File: src/design/pwre_pkg.sv
// shared types and constants for the pattern weighted reflector element
`default_nettype none

package pwre_pkg;

    localparam int IDX_W          = 10;
    localparam int QC_W           = 4;
    localparam int GAMMA_W        = 17;
    localparam int ELEM_W         = 18;
    localparam int CFG_IDX_W      = 2;
    localparam int CFG_DATA_W     = 17;
    localparam int DEF_MAX_QUBITS = 10;

    localparam logic [GAMMA_W-1:0]   ONE_Q16     = GAMMA_W'(65536);
    localparam logic [QC_W-1:0]      QUBITS_RST  = QC_W'(1);
    localparam logic [GAMMA_W-1:0]   GAMMA_RST   = GAMMA_W'(16384);
    localparam logic [IDX_W-1:0]     PATTERN_RST = '0;

    typedef enum logic [CFG_IDX_W-1:0] {
        CFG_QUBITS  = 2'd0,
        CFG_GAMMA   = 2'd1,
        CFG_PATTERN = 2'd2
    } t_cfg_idx;

    typedef enum logic [2:0] {
        ST_IDLE,
        ST_MUL,
        ST_SQRT,
        ST_CROSS,
        ST_DONE
    } t_state;

    typedef struct packed {
        logic start;
        logic take;
    } t_eng_ctl;

    typedef struct packed {
        logic busy;
        logic done;
    } t_eng_sts;

endpackage

`default_nettype wire

File: src/design/pwre_engine.sv
// sequenced datapath: shared multiplier and square root step for one element
`default_nettype none

module pwre_engine import pwre_pkg::*; #(
    parameter int MAX_QUBITS = DEF_MAX_QUBITS,
    localparam int N_W = $clog2(MAX_QUBITS + 1)
) (
    input  wire logic                     i_clk,
    input  wire logic                     i_rst_n,
    input  wire t_eng_ctl                 i_ctl,
    output t_eng_sts                      o_sts,
    input  wire logic [IDX_W-1:0]         i_row,
    input  wire logic [IDX_W-1:0]         i_col,
    input  wire logic [IDX_W-1:0]         i_pattern,
    input  wire logic [IDX_W-1:0]         i_mask,
    input  wire logic [N_W-1:0]           i_n,
    input  wire logic [GAMMA_W-1:0]       i_gamma,
    output logic signed [ELEM_W-1:0]      o_elem
);

    localparam int P_W    = 33;
    localparam int RES_W  = 34;
    localparam int AMP_W  = 17;
    localparam int PROD_W = P_W + GAMMA_W;
    localparam int HW_W   = $clog2(IDX_W + 1);
    localparam int E_W    = ELEM_W + 2;

    localparam logic [P_W-1:0]        ONE_P    = P_W'(64'h1_0000_0000);
    localparam logic signed [E_W-1:0] ELEM_MAX = E_W'(65536);
    localparam logic signed [E_W-1:0] ELEM_MIN = -E_W'(65536);

    t_state                    r_state, n_state;
    logic [IDX_W-1:0]          r_row, n_row, r_col, n_col;
    logic                      r_side, n_side;
    logic [N_W-1:0]            r_i, n_i;
    logic [P_W-1:0]            r_p, n_p;
    logic [P_W-1:0]            r_v, n_v;
    logic [RES_W-1:0]          r_res, n_res;
    logic [P_W-1:0]            r_bit, n_bit;
    logic [AMP_W-1:0]          r_ar, n_ar, r_ac, n_ac;
    logic signed [ELEM_W-1:0]  r_elem, n_elem;

    logic [IDX_W-1:0]          diff;
    logic [HW_W-1:0]           ham_dist;
    logic [GAMMA_W-1:0]        og;
    logic [GAMMA_W-1:0]        factor;
    logic [P_W-1:0]            mul_a;
    logic [GAMMA_W-1:0]        mul_b;
    logic [PROD_W-1:0]         prod;
    logic [P_W:0]              prod_shr;
    logic [RES_W:0]            trial;
    logic                      fits;
    logic [RES_W-1:0]          res_step;
    logic                      diag;
    logic [AMP_W-1:0]          cross_term;
    logic signed [E_W-1:0]     elem_w;

    // distance to the pattern for the side in progress
    always_comb begin
        diff = ((r_side ? r_col : r_row) ^ i_pattern) & i_mask;
        ham_dist = '0;
        for (int k = 0; k < IDX_W; k++) begin
            ham_dist = ham_dist + HW_W'(diff[k]);
        end
    end

    // shared multiplier
    always_comb begin
        og     = ONE_Q16 - i_gamma;
        factor = (r_i < ham_dist) ? i_gamma : og;
        if (r_state == ST_CROSS) begin
            mul_a = P_W'(r_ar);
            mul_b = r_ac;
        end else begin
            mul_a = r_p;
            mul_b = factor;
        end
        prod     = PROD_W'(mul_a) * PROD_W'(mul_b);
        prod_shr = prod[PROD_W-1:16];
    end

    // one square root step
    always_comb begin
        trial = (RES_W + 1)'(r_res) + (RES_W + 1)'(r_bit);
        fits  = (RES_W + 1)'(r_v) >= trial;
        if (fits) begin
            res_step = (r_res >> 1) + RES_W'(r_bit);
        end else begin
            res_step = r_res >> 1;
        end
    end

    // element and saturation
    always_comb begin
        diag       = (r_row == r_col);
        cross_term = prod_shr[AMP_W-1:0];
        elem_w     = (diag ? ELEM_MAX : '0) - $signed({2'b00, cross_term, 1'b0});
        if (elem_w > ELEM_MAX) begin
            elem_w = ELEM_MAX;
        end else if (elem_w < ELEM_MIN) begin
            elem_w = ELEM_MIN;
        end
    end

    always_comb begin
        n_state = r_state;
        n_row   = r_row;
        n_col   = r_col;
        n_side  = r_side;
        n_i     = r_i;
        n_p     = r_p;
        n_v     = r_v;
        n_res   = r_res;
        n_bit   = r_bit;
        n_ar    = r_ar;
        n_ac    = r_ac;
        n_elem  = r_elem;
        o_sts.busy = (r_state != ST_IDLE);
        o_sts.done = (r_state == ST_DONE);
        unique case (r_state)
            ST_IDLE: begin
                if (i_ctl.start) begin
                    n_row   = i_row;
                    n_col   = i_col;
                    n_side  = 1'b0;
                    n_i     = '0;
                    n_p     = ONE_P;
                    n_state = ST_MUL;
                end
            end
            ST_MUL: begin
                if (r_i == i_n) begin
                    n_v     = r_p;
                    n_res   = '0;
                    n_bit   = ONE_P;
                    n_state = ST_SQRT;
                end else begin
                    n_p = prod_shr[P_W-1:0];
                    n_i = r_i + N_W'(1);
                end
            end
            ST_SQRT: begin
                if (fits) begin
                    n_v = r_v - trial[P_W-1:0];
                end
                n_res = res_step;
                n_bit = r_bit >> 2;
                if (r_bit[0]) begin
                    if (!r_side) begin
                        n_ar    = res_step[AMP_W-1:0];
                        n_side  = 1'b1;
                        n_i     = '0;
                        n_p     = ONE_P;
                        n_state = ST_MUL;
                    end else begin
                        n_ac    = res_step[AMP_W-1:0];
                        n_state = ST_CROSS;
                    end
                end
            end
            ST_CROSS: begin
                n_elem  = elem_w[ELEM_W-1:0];
                n_state = ST_DONE;
            end
            ST_DONE: begin
                if (i_ctl.take) begin
                    n_state = ST_IDLE;
                end
            end
            default: begin
                n_state = ST_IDLE;
            end
        endcase
    end

    always_ff @(posedge i_clk) begin
        if (!i_rst_n) begin
            r_state <= ST_IDLE;
        end else begin
            r_state <= n_state;
        end
    end

    always_ff @(posedge i_clk) begin
        r_row  <= n_row;
        r_col  <= n_col;
        r_side <= n_side;
        r_i    <= n_i;
        r_p    <= n_p;
        r_v    <= n_v;
        r_res  <= n_res;
        r_bit  <= n_bit;
        r_ar   <= n_ar;
        r_ac   <= n_ac;
        r_elem <= n_elem;
    end

    assign o_elem = r_elem;

endmodule

`default_nettype wire

File: src/design/pattern_weighted_reflector_element.sv
// one request at a time, n the effective qubit count: the input stalls until the
// result moves to the output register; the single multiplier runs n times per
// index and once for the cross term, the 17 step square root once per index; a
// finished result waits in the output register while the next request is taken
// reset is synchronous, active low; registers return to n=1, gamma=0.25, pattern 0
`default_nettype none

module pattern_weighted_reflector_element import pwre_pkg::*; #(
    parameter int MAX_QUBITS = DEF_MAX_QUBITS
) (
    input  wire logic                     i_clk,
    input  wire logic                     i_rst_n,
    input  wire logic                     i_in_valid,
    output logic                          o_in_stall,
    input  wire logic [IDX_W-1:0]         i_row_index,
    input  wire logic [IDX_W-1:0]         i_column_index,
    output logic                          o_out_valid,
    input  wire logic                     i_out_stall,
    output logic signed [ELEM_W-1:0]      o_element_value,
    input  wire logic                     i_cfg_we,
    input  wire logic [CFG_IDX_W-1:0]     i_cfg_idx,
    input  wire logic [CFG_DATA_W-1:0]    i_cfg_data
);

    localparam int N_W = $clog2(MAX_QUBITS + 1);

    logic [QC_W-1:0]          r_qubits;
    logic [GAMMA_W-1:0]       r_gamma;
    logic [IDX_W-1:0]         r_pattern;
    logic                     r_out_valid;
    logic signed [ELEM_W-1:0] r_out_elem;

    logic [N_W-1:0]           n_eff;
    logic [GAMMA_W-1:0]       gamma_eff;
    logic [IDX_W-1:0]         mask;
    t_eng_ctl                 ctl;
    t_eng_sts                 sts;
    logic signed [ELEM_W-1:0] elem;

    always_ff @(posedge i_clk) begin
        if (!i_rst_n) begin
            r_qubits  <= QUBITS_RST;
            r_gamma   <= GAMMA_RST;
            r_pattern <= PATTERN_RST;
        end else if (i_cfg_we) begin
            unique case (t_cfg_idx'(i_cfg_idx))
                CFG_QUBITS:  r_qubits  <= i_cfg_data[QC_W-1:0];
                CFG_GAMMA:   r_gamma   <= i_cfg_data[GAMMA_W-1:0];
                CFG_PATTERN: r_pattern <= i_cfg_data[IDX_W-1:0];
                default: ;
            endcase
        end
    end

    // clamp qubit count and gamma, build the index mask
    always_comb begin
        if (r_qubits == '0) begin
            n_eff = N_W'(1);
        end else if (int'(r_qubits) > MAX_QUBITS) begin
            n_eff = N_W'(MAX_QUBITS);
        end else begin
            n_eff = N_W'(r_qubits);
        end
        gamma_eff = (r_gamma > ONE_Q16) ? ONE_Q16 : r_gamma;
        for (int k = 0; k < IDX_W; k++) begin
            mask[k] = (k < int'(n_eff));
        end
    end

    assign ctl.start  = i_in_valid && !sts.busy;
    assign ctl.take   = sts.done && (!r_out_valid || !i_out_stall);
    assign o_in_stall = sts.busy;

    pwre_engine #(
        .MAX_QUBITS (MAX_QUBITS)
    ) u_engine (
        .i_clk     (i_clk),
        .i_rst_n   (i_rst_n),
        .i_ctl     (ctl),
        .o_sts     (sts),
        .i_row     (i_row_index & mask),
        .i_col     (i_column_index & mask),
        .i_pattern (r_pattern),
        .i_mask    (mask),
        .i_n       (n_eff),
        .i_gamma   (gamma_eff),
        .o_elem    (elem)
    );

    always_ff @(posedge i_clk) begin
        if (!i_rst_n) begin
            r_out_valid <= 1'b0;
        end else if (ctl.take) begin
            r_out_valid <= 1'b1;
        end else if (!i_out_stall) begin
            r_out_valid <= 1'b0;
        end
    end

    always_ff @(posedge i_clk) begin
        if (ctl.take) begin
            r_out_elem <= elem;
        end
    end

    assign o_out_valid     = r_out_valid;
    assign o_element_value = r_out_elem;

endmodule

`default_nettype wire

File: config.mk
export PLATFORM = sky130hd
export DESIGN_NAME = pattern_weighted_reflector_element
export DESIGN_NICKNAME = d
export VERILOG_FILES = /design/src/design/pwre_pkg.sv /design/src/design/pwre_engine.sv /design/src/design/pattern_weighted_reflector_element.sv
export SDC_FILE = /design/constraint.sdc
export NUM_CORES = 2
export LEC_CHECK = 0
export ABC_AREA = 1
export BUFFER_PORTS_ARGS = -buffer_cell sky130_fd_sc_hd__buf_2
export CAP_MARGIN = 0
export CORE_UTILIZATION = 60
export DETAILED_ROUTE_END_ITERATION = 6
export HOLD_SLACK_MARGIN = 0.12
export PLACE_DENSITY = 0.81
export SYNTH_ARGS = -nofsm -noshare
export SYNTH_HDL_FRONTEND = slang
export SYNTH_SLANG_ARGS = --single-unit
export TNS_END_PERCENT = 100
File: constraint.sdc
create_clock -name i_clk -period 36.7 [get_ports i_clk]
set_input_delay 1.835 -clock i_clk [delete_from_list [all_inputs] [get_ports i_clk]]
set_output_delay 1.835 -clock i_clk [all_outputs]
set_load 0.01 [all_outputs]
==> reports/qor.yml <==
outcome:
  run_status: "complete, but fails checks"
  failed_checks: "design-rule violations"
clock_network:
  tritoncts: "yes"
  cts_sinks: 245
  reg_clk_slew_reported_paths_ns: 0.06
  cts.path.max_buffers: 3
  ctsRootBufferMaster: "sky130_fd_sc_hd__clkbuf_16"
  ctsResizeCount: 0
  number_of_post_cts_setup_repair_buffers: 0
  clk_latency_ns: 0.56
  cts_hold_buf: 0
  cts_made_buffers: 25
  h_tree_depth_reported_by_cts: 1
floorplanning:
  floorplan.die.height_um: 237
  core-area_um2: 54100
  die_width_um: 237
  floorplan.initialDensity: 0.612
  top_level_ports: 64
  fp-row-count: 85
  die_area_um2: 56100
sta:
  worst_slew_pin_slew_ns: 1.15
  fin_crit_sh: 0.366
  rsz_0062_raised_after_global_routing: "false"
  hold_violations: 0
  finalSetupViolations: 0
  clock_skew_ns: 0.0273
  final_critical_path_setup_slack_ns: 23.28
  hold_slack_ns: 0.418
  fin_setup_tns_ns: 0
  maxSlewViolCount: 0
  fmax_mhz: 74.5
  post-route-min-period_ns: 13.42
  timing.slew.headroom: 0.229
finish:
  area_growth_syn_to_layout_pct: 5.76
  num_antenna_cells: 0
  final_cell_mix: "997 x sky130_fd_sc_hd__nand2_1, 916 x sky130_fd_sc_hd__inv_1, 468 x sky130_fd_sc_hd__fa_1, 408 x sky130_fd_sc_hd__nor2_1, 210 x sky130_fd_sc_hd__edfxtp_1"
  final_layout_size_suffix_gt1_frac: 0.0580
  final_util: 0.647
  mostFrequentLayoutCell: "sky130_fd_sc_hd__nand2_1"
  nNetsFinal: 4914
synthesis:
  postSynth.topFlopCell: "sky130_fd_sc_hd__edfxtp_1"
  syn_nets: 4900
  synthCells: 4189
  share_of_synthesized_flip_flops_with_an_asynchronous_set_or_reset: 0
  synth-seq-area-share: 0.212
  post_synth_num_cell_types: 59
  netlist_area_um2: 33100
  yosysTopAreaCell: "sky130_fd_sc_hd__fa_1"
  synth_edf_count: 210
  synth.avg_cell_area_um2: 7.90
  ys_seq_elements: 245
  synthDominantCellAreaShare: 0.283
  synth_area_leaders: "sky130_fd_sc_hd__fa_1 28%, sky130_fd_sc_hd__edfxtp_1 19%, sky130_fd_sc_hd__nand2_1 11%"
  synth_warnings: 0
worst_setup_path:
  cp-end-kind: "flip-flop"
  timing.critical_path.depth: 55
  critical_path.top_delay_family: "adder cells"
  critPathMostFrequentCell: "sky130_fd_sc_hd__fa_1"
  max_stage_delay_ns: 0.77
  critical_path.startpoint_type: "flip-flop"
  critical_path_arrival_ns: 13.71
  worstPathMaxFanout: 19
  timing_worst_setup_path_type: "reg -> reg"
  cp_num_buf_inv: 11
  worst_ep_required_time_ns: 36.99
  worst_r2r_path_depth: 55
  critical_path.slowest_cell: "sky130_fd_sc_hd__edfxtp_1"
routing:
  routed_wl_mm: 93.7
  postRouteAntennaNets: 0
  detail_route.first_pass.iterations: 7
  wl_per_cell_um: 19.1
  drtIter0Drc: 3003
  routed-via-count: 27993
  detail_route.vias_per_cell: 5.69
  detail_route.drc_violations: 8
min_path:
  hold_path_depth: 0
  hold_path_class: "reg -> reg"
global_route:
  globalRouteTotalUtil: 0.339
  grt_pass1_wl_mm: 148
  grt_max_degree: 92
  grt.overflow.total: 0
  vias_in_the_first_global_route: 27502
  grt_antenna_before_repair: 0
place:
  place_congestion: 1.01
  placement.io_buffers: 62
  place_ws_ns: 23.48
  place.detailed.hpwl_mm: 74.7
run:
  drv.max_cap_violation_count: 0
## path summary, 6_finish.rpt
kind / startpoint / end / slack, ns
setup / recovery: u_engine.r_side / u_engine.o_elem[5] / 23.28
hold / removal: u_engine.o_elem[7] / o_element_value[7] / 0.42
setup reg to reg: u_engine.r_side / u_engine.o_elem[5] / 23.28
hold reg to reg: u_engine.o_elem[7] / o_element_value[7] / 0.42
## routing by layer
metal	track usage	vias up	share of wire
met1	0.459	13250	0.39
li1	-	12808	-
met5	0	-	0
met4	0.140	0	0.050
met3	0.0674	346	0.11
met2	0.535	1589	0.45
## through the flow
step,std cells,area (µm²)
floorplan,4189,33100
global placement,4872,34200
detailed placement,4872,34200
CTS,4918,35000
global route,4918,35000
finish,4918,35000
## state kept, by name (all words and copies together), names as in the netlist
register	count
u_engine.r_i	4
u_engine.o_elem	17
u_engine.r_v	33
r_gamma	17
u_engine.r_p	33
o_element_value	17
u_engine.r_row	10
u_engine.r_ac	17
u_engine.r_bit	17
u_engine.r_ar	17
o_out_valid	1
u_engine.r_state	3
r_qubits	4
u_engine.r_col	10
u_engine.r_side	1
r_pattern	10
u_engine.r_res	34
## final cells by class
type	count	area, µm²
Inverter	936	3510
Sequential cell	245	7010
Multi-Input combinational cell	2891	22200
Clock inverter	19	133
Fill cell	4590	19100
Tap cell	696	871
Timing Repair Buffer	104	626
Clock buffer	27	676
## synth_stat cells (all sizes together) (13+ instances only)
library cell / count
a21oi: 183
nor2: 434
clkbuf: 92
nand3: 114
fa: 468
ha: 199
nor3: 20
nor4: 13
xnor2: 42
nand2: 1018
buf: 25
xor2: 62
o21ai: 207
dfxtp: 35
inv: 924
nand4: 29
edfxtp: 210
## worst register-to-register path, delay by kind of cell (launching register included)
kind,cells,cell delay [ns]
flip-flops,1,0.77
AND/OR/NAND/NOR,22,2.78
AO/OA/AOI/OAI,6,1.31
multiplexers,1,0.31
adder cells (fa/ha/maj),15,6.34
buffers and inverters,11,1.66
## cell families (layout without fill, tap and decap cells)
| group | after synthesis | in the layout | synth area share |
|---|---|---|---|
| and+or+nand+nor | 1651 | 1651 | 0.204 |
| buffers and inverters | 1053 | 1086 | 0.121 |
| adders and majority gates | 667 | 667 | 0.358 |
| AOI/OAI and AO/OA | 464 | 464 | 0.0766 |
| DFF | 245 | 245 | 0.212 |
| xor gates and xnor gates | 104 | 104 | 0.0275 |
| muxes | 4 | 4 | 0.00121 |
| other | 1 | 1 | 0.000113 |
Power is not shown: default switching activity piles up to over one toggle a cycle in this logic, so the estimate is an artifact.
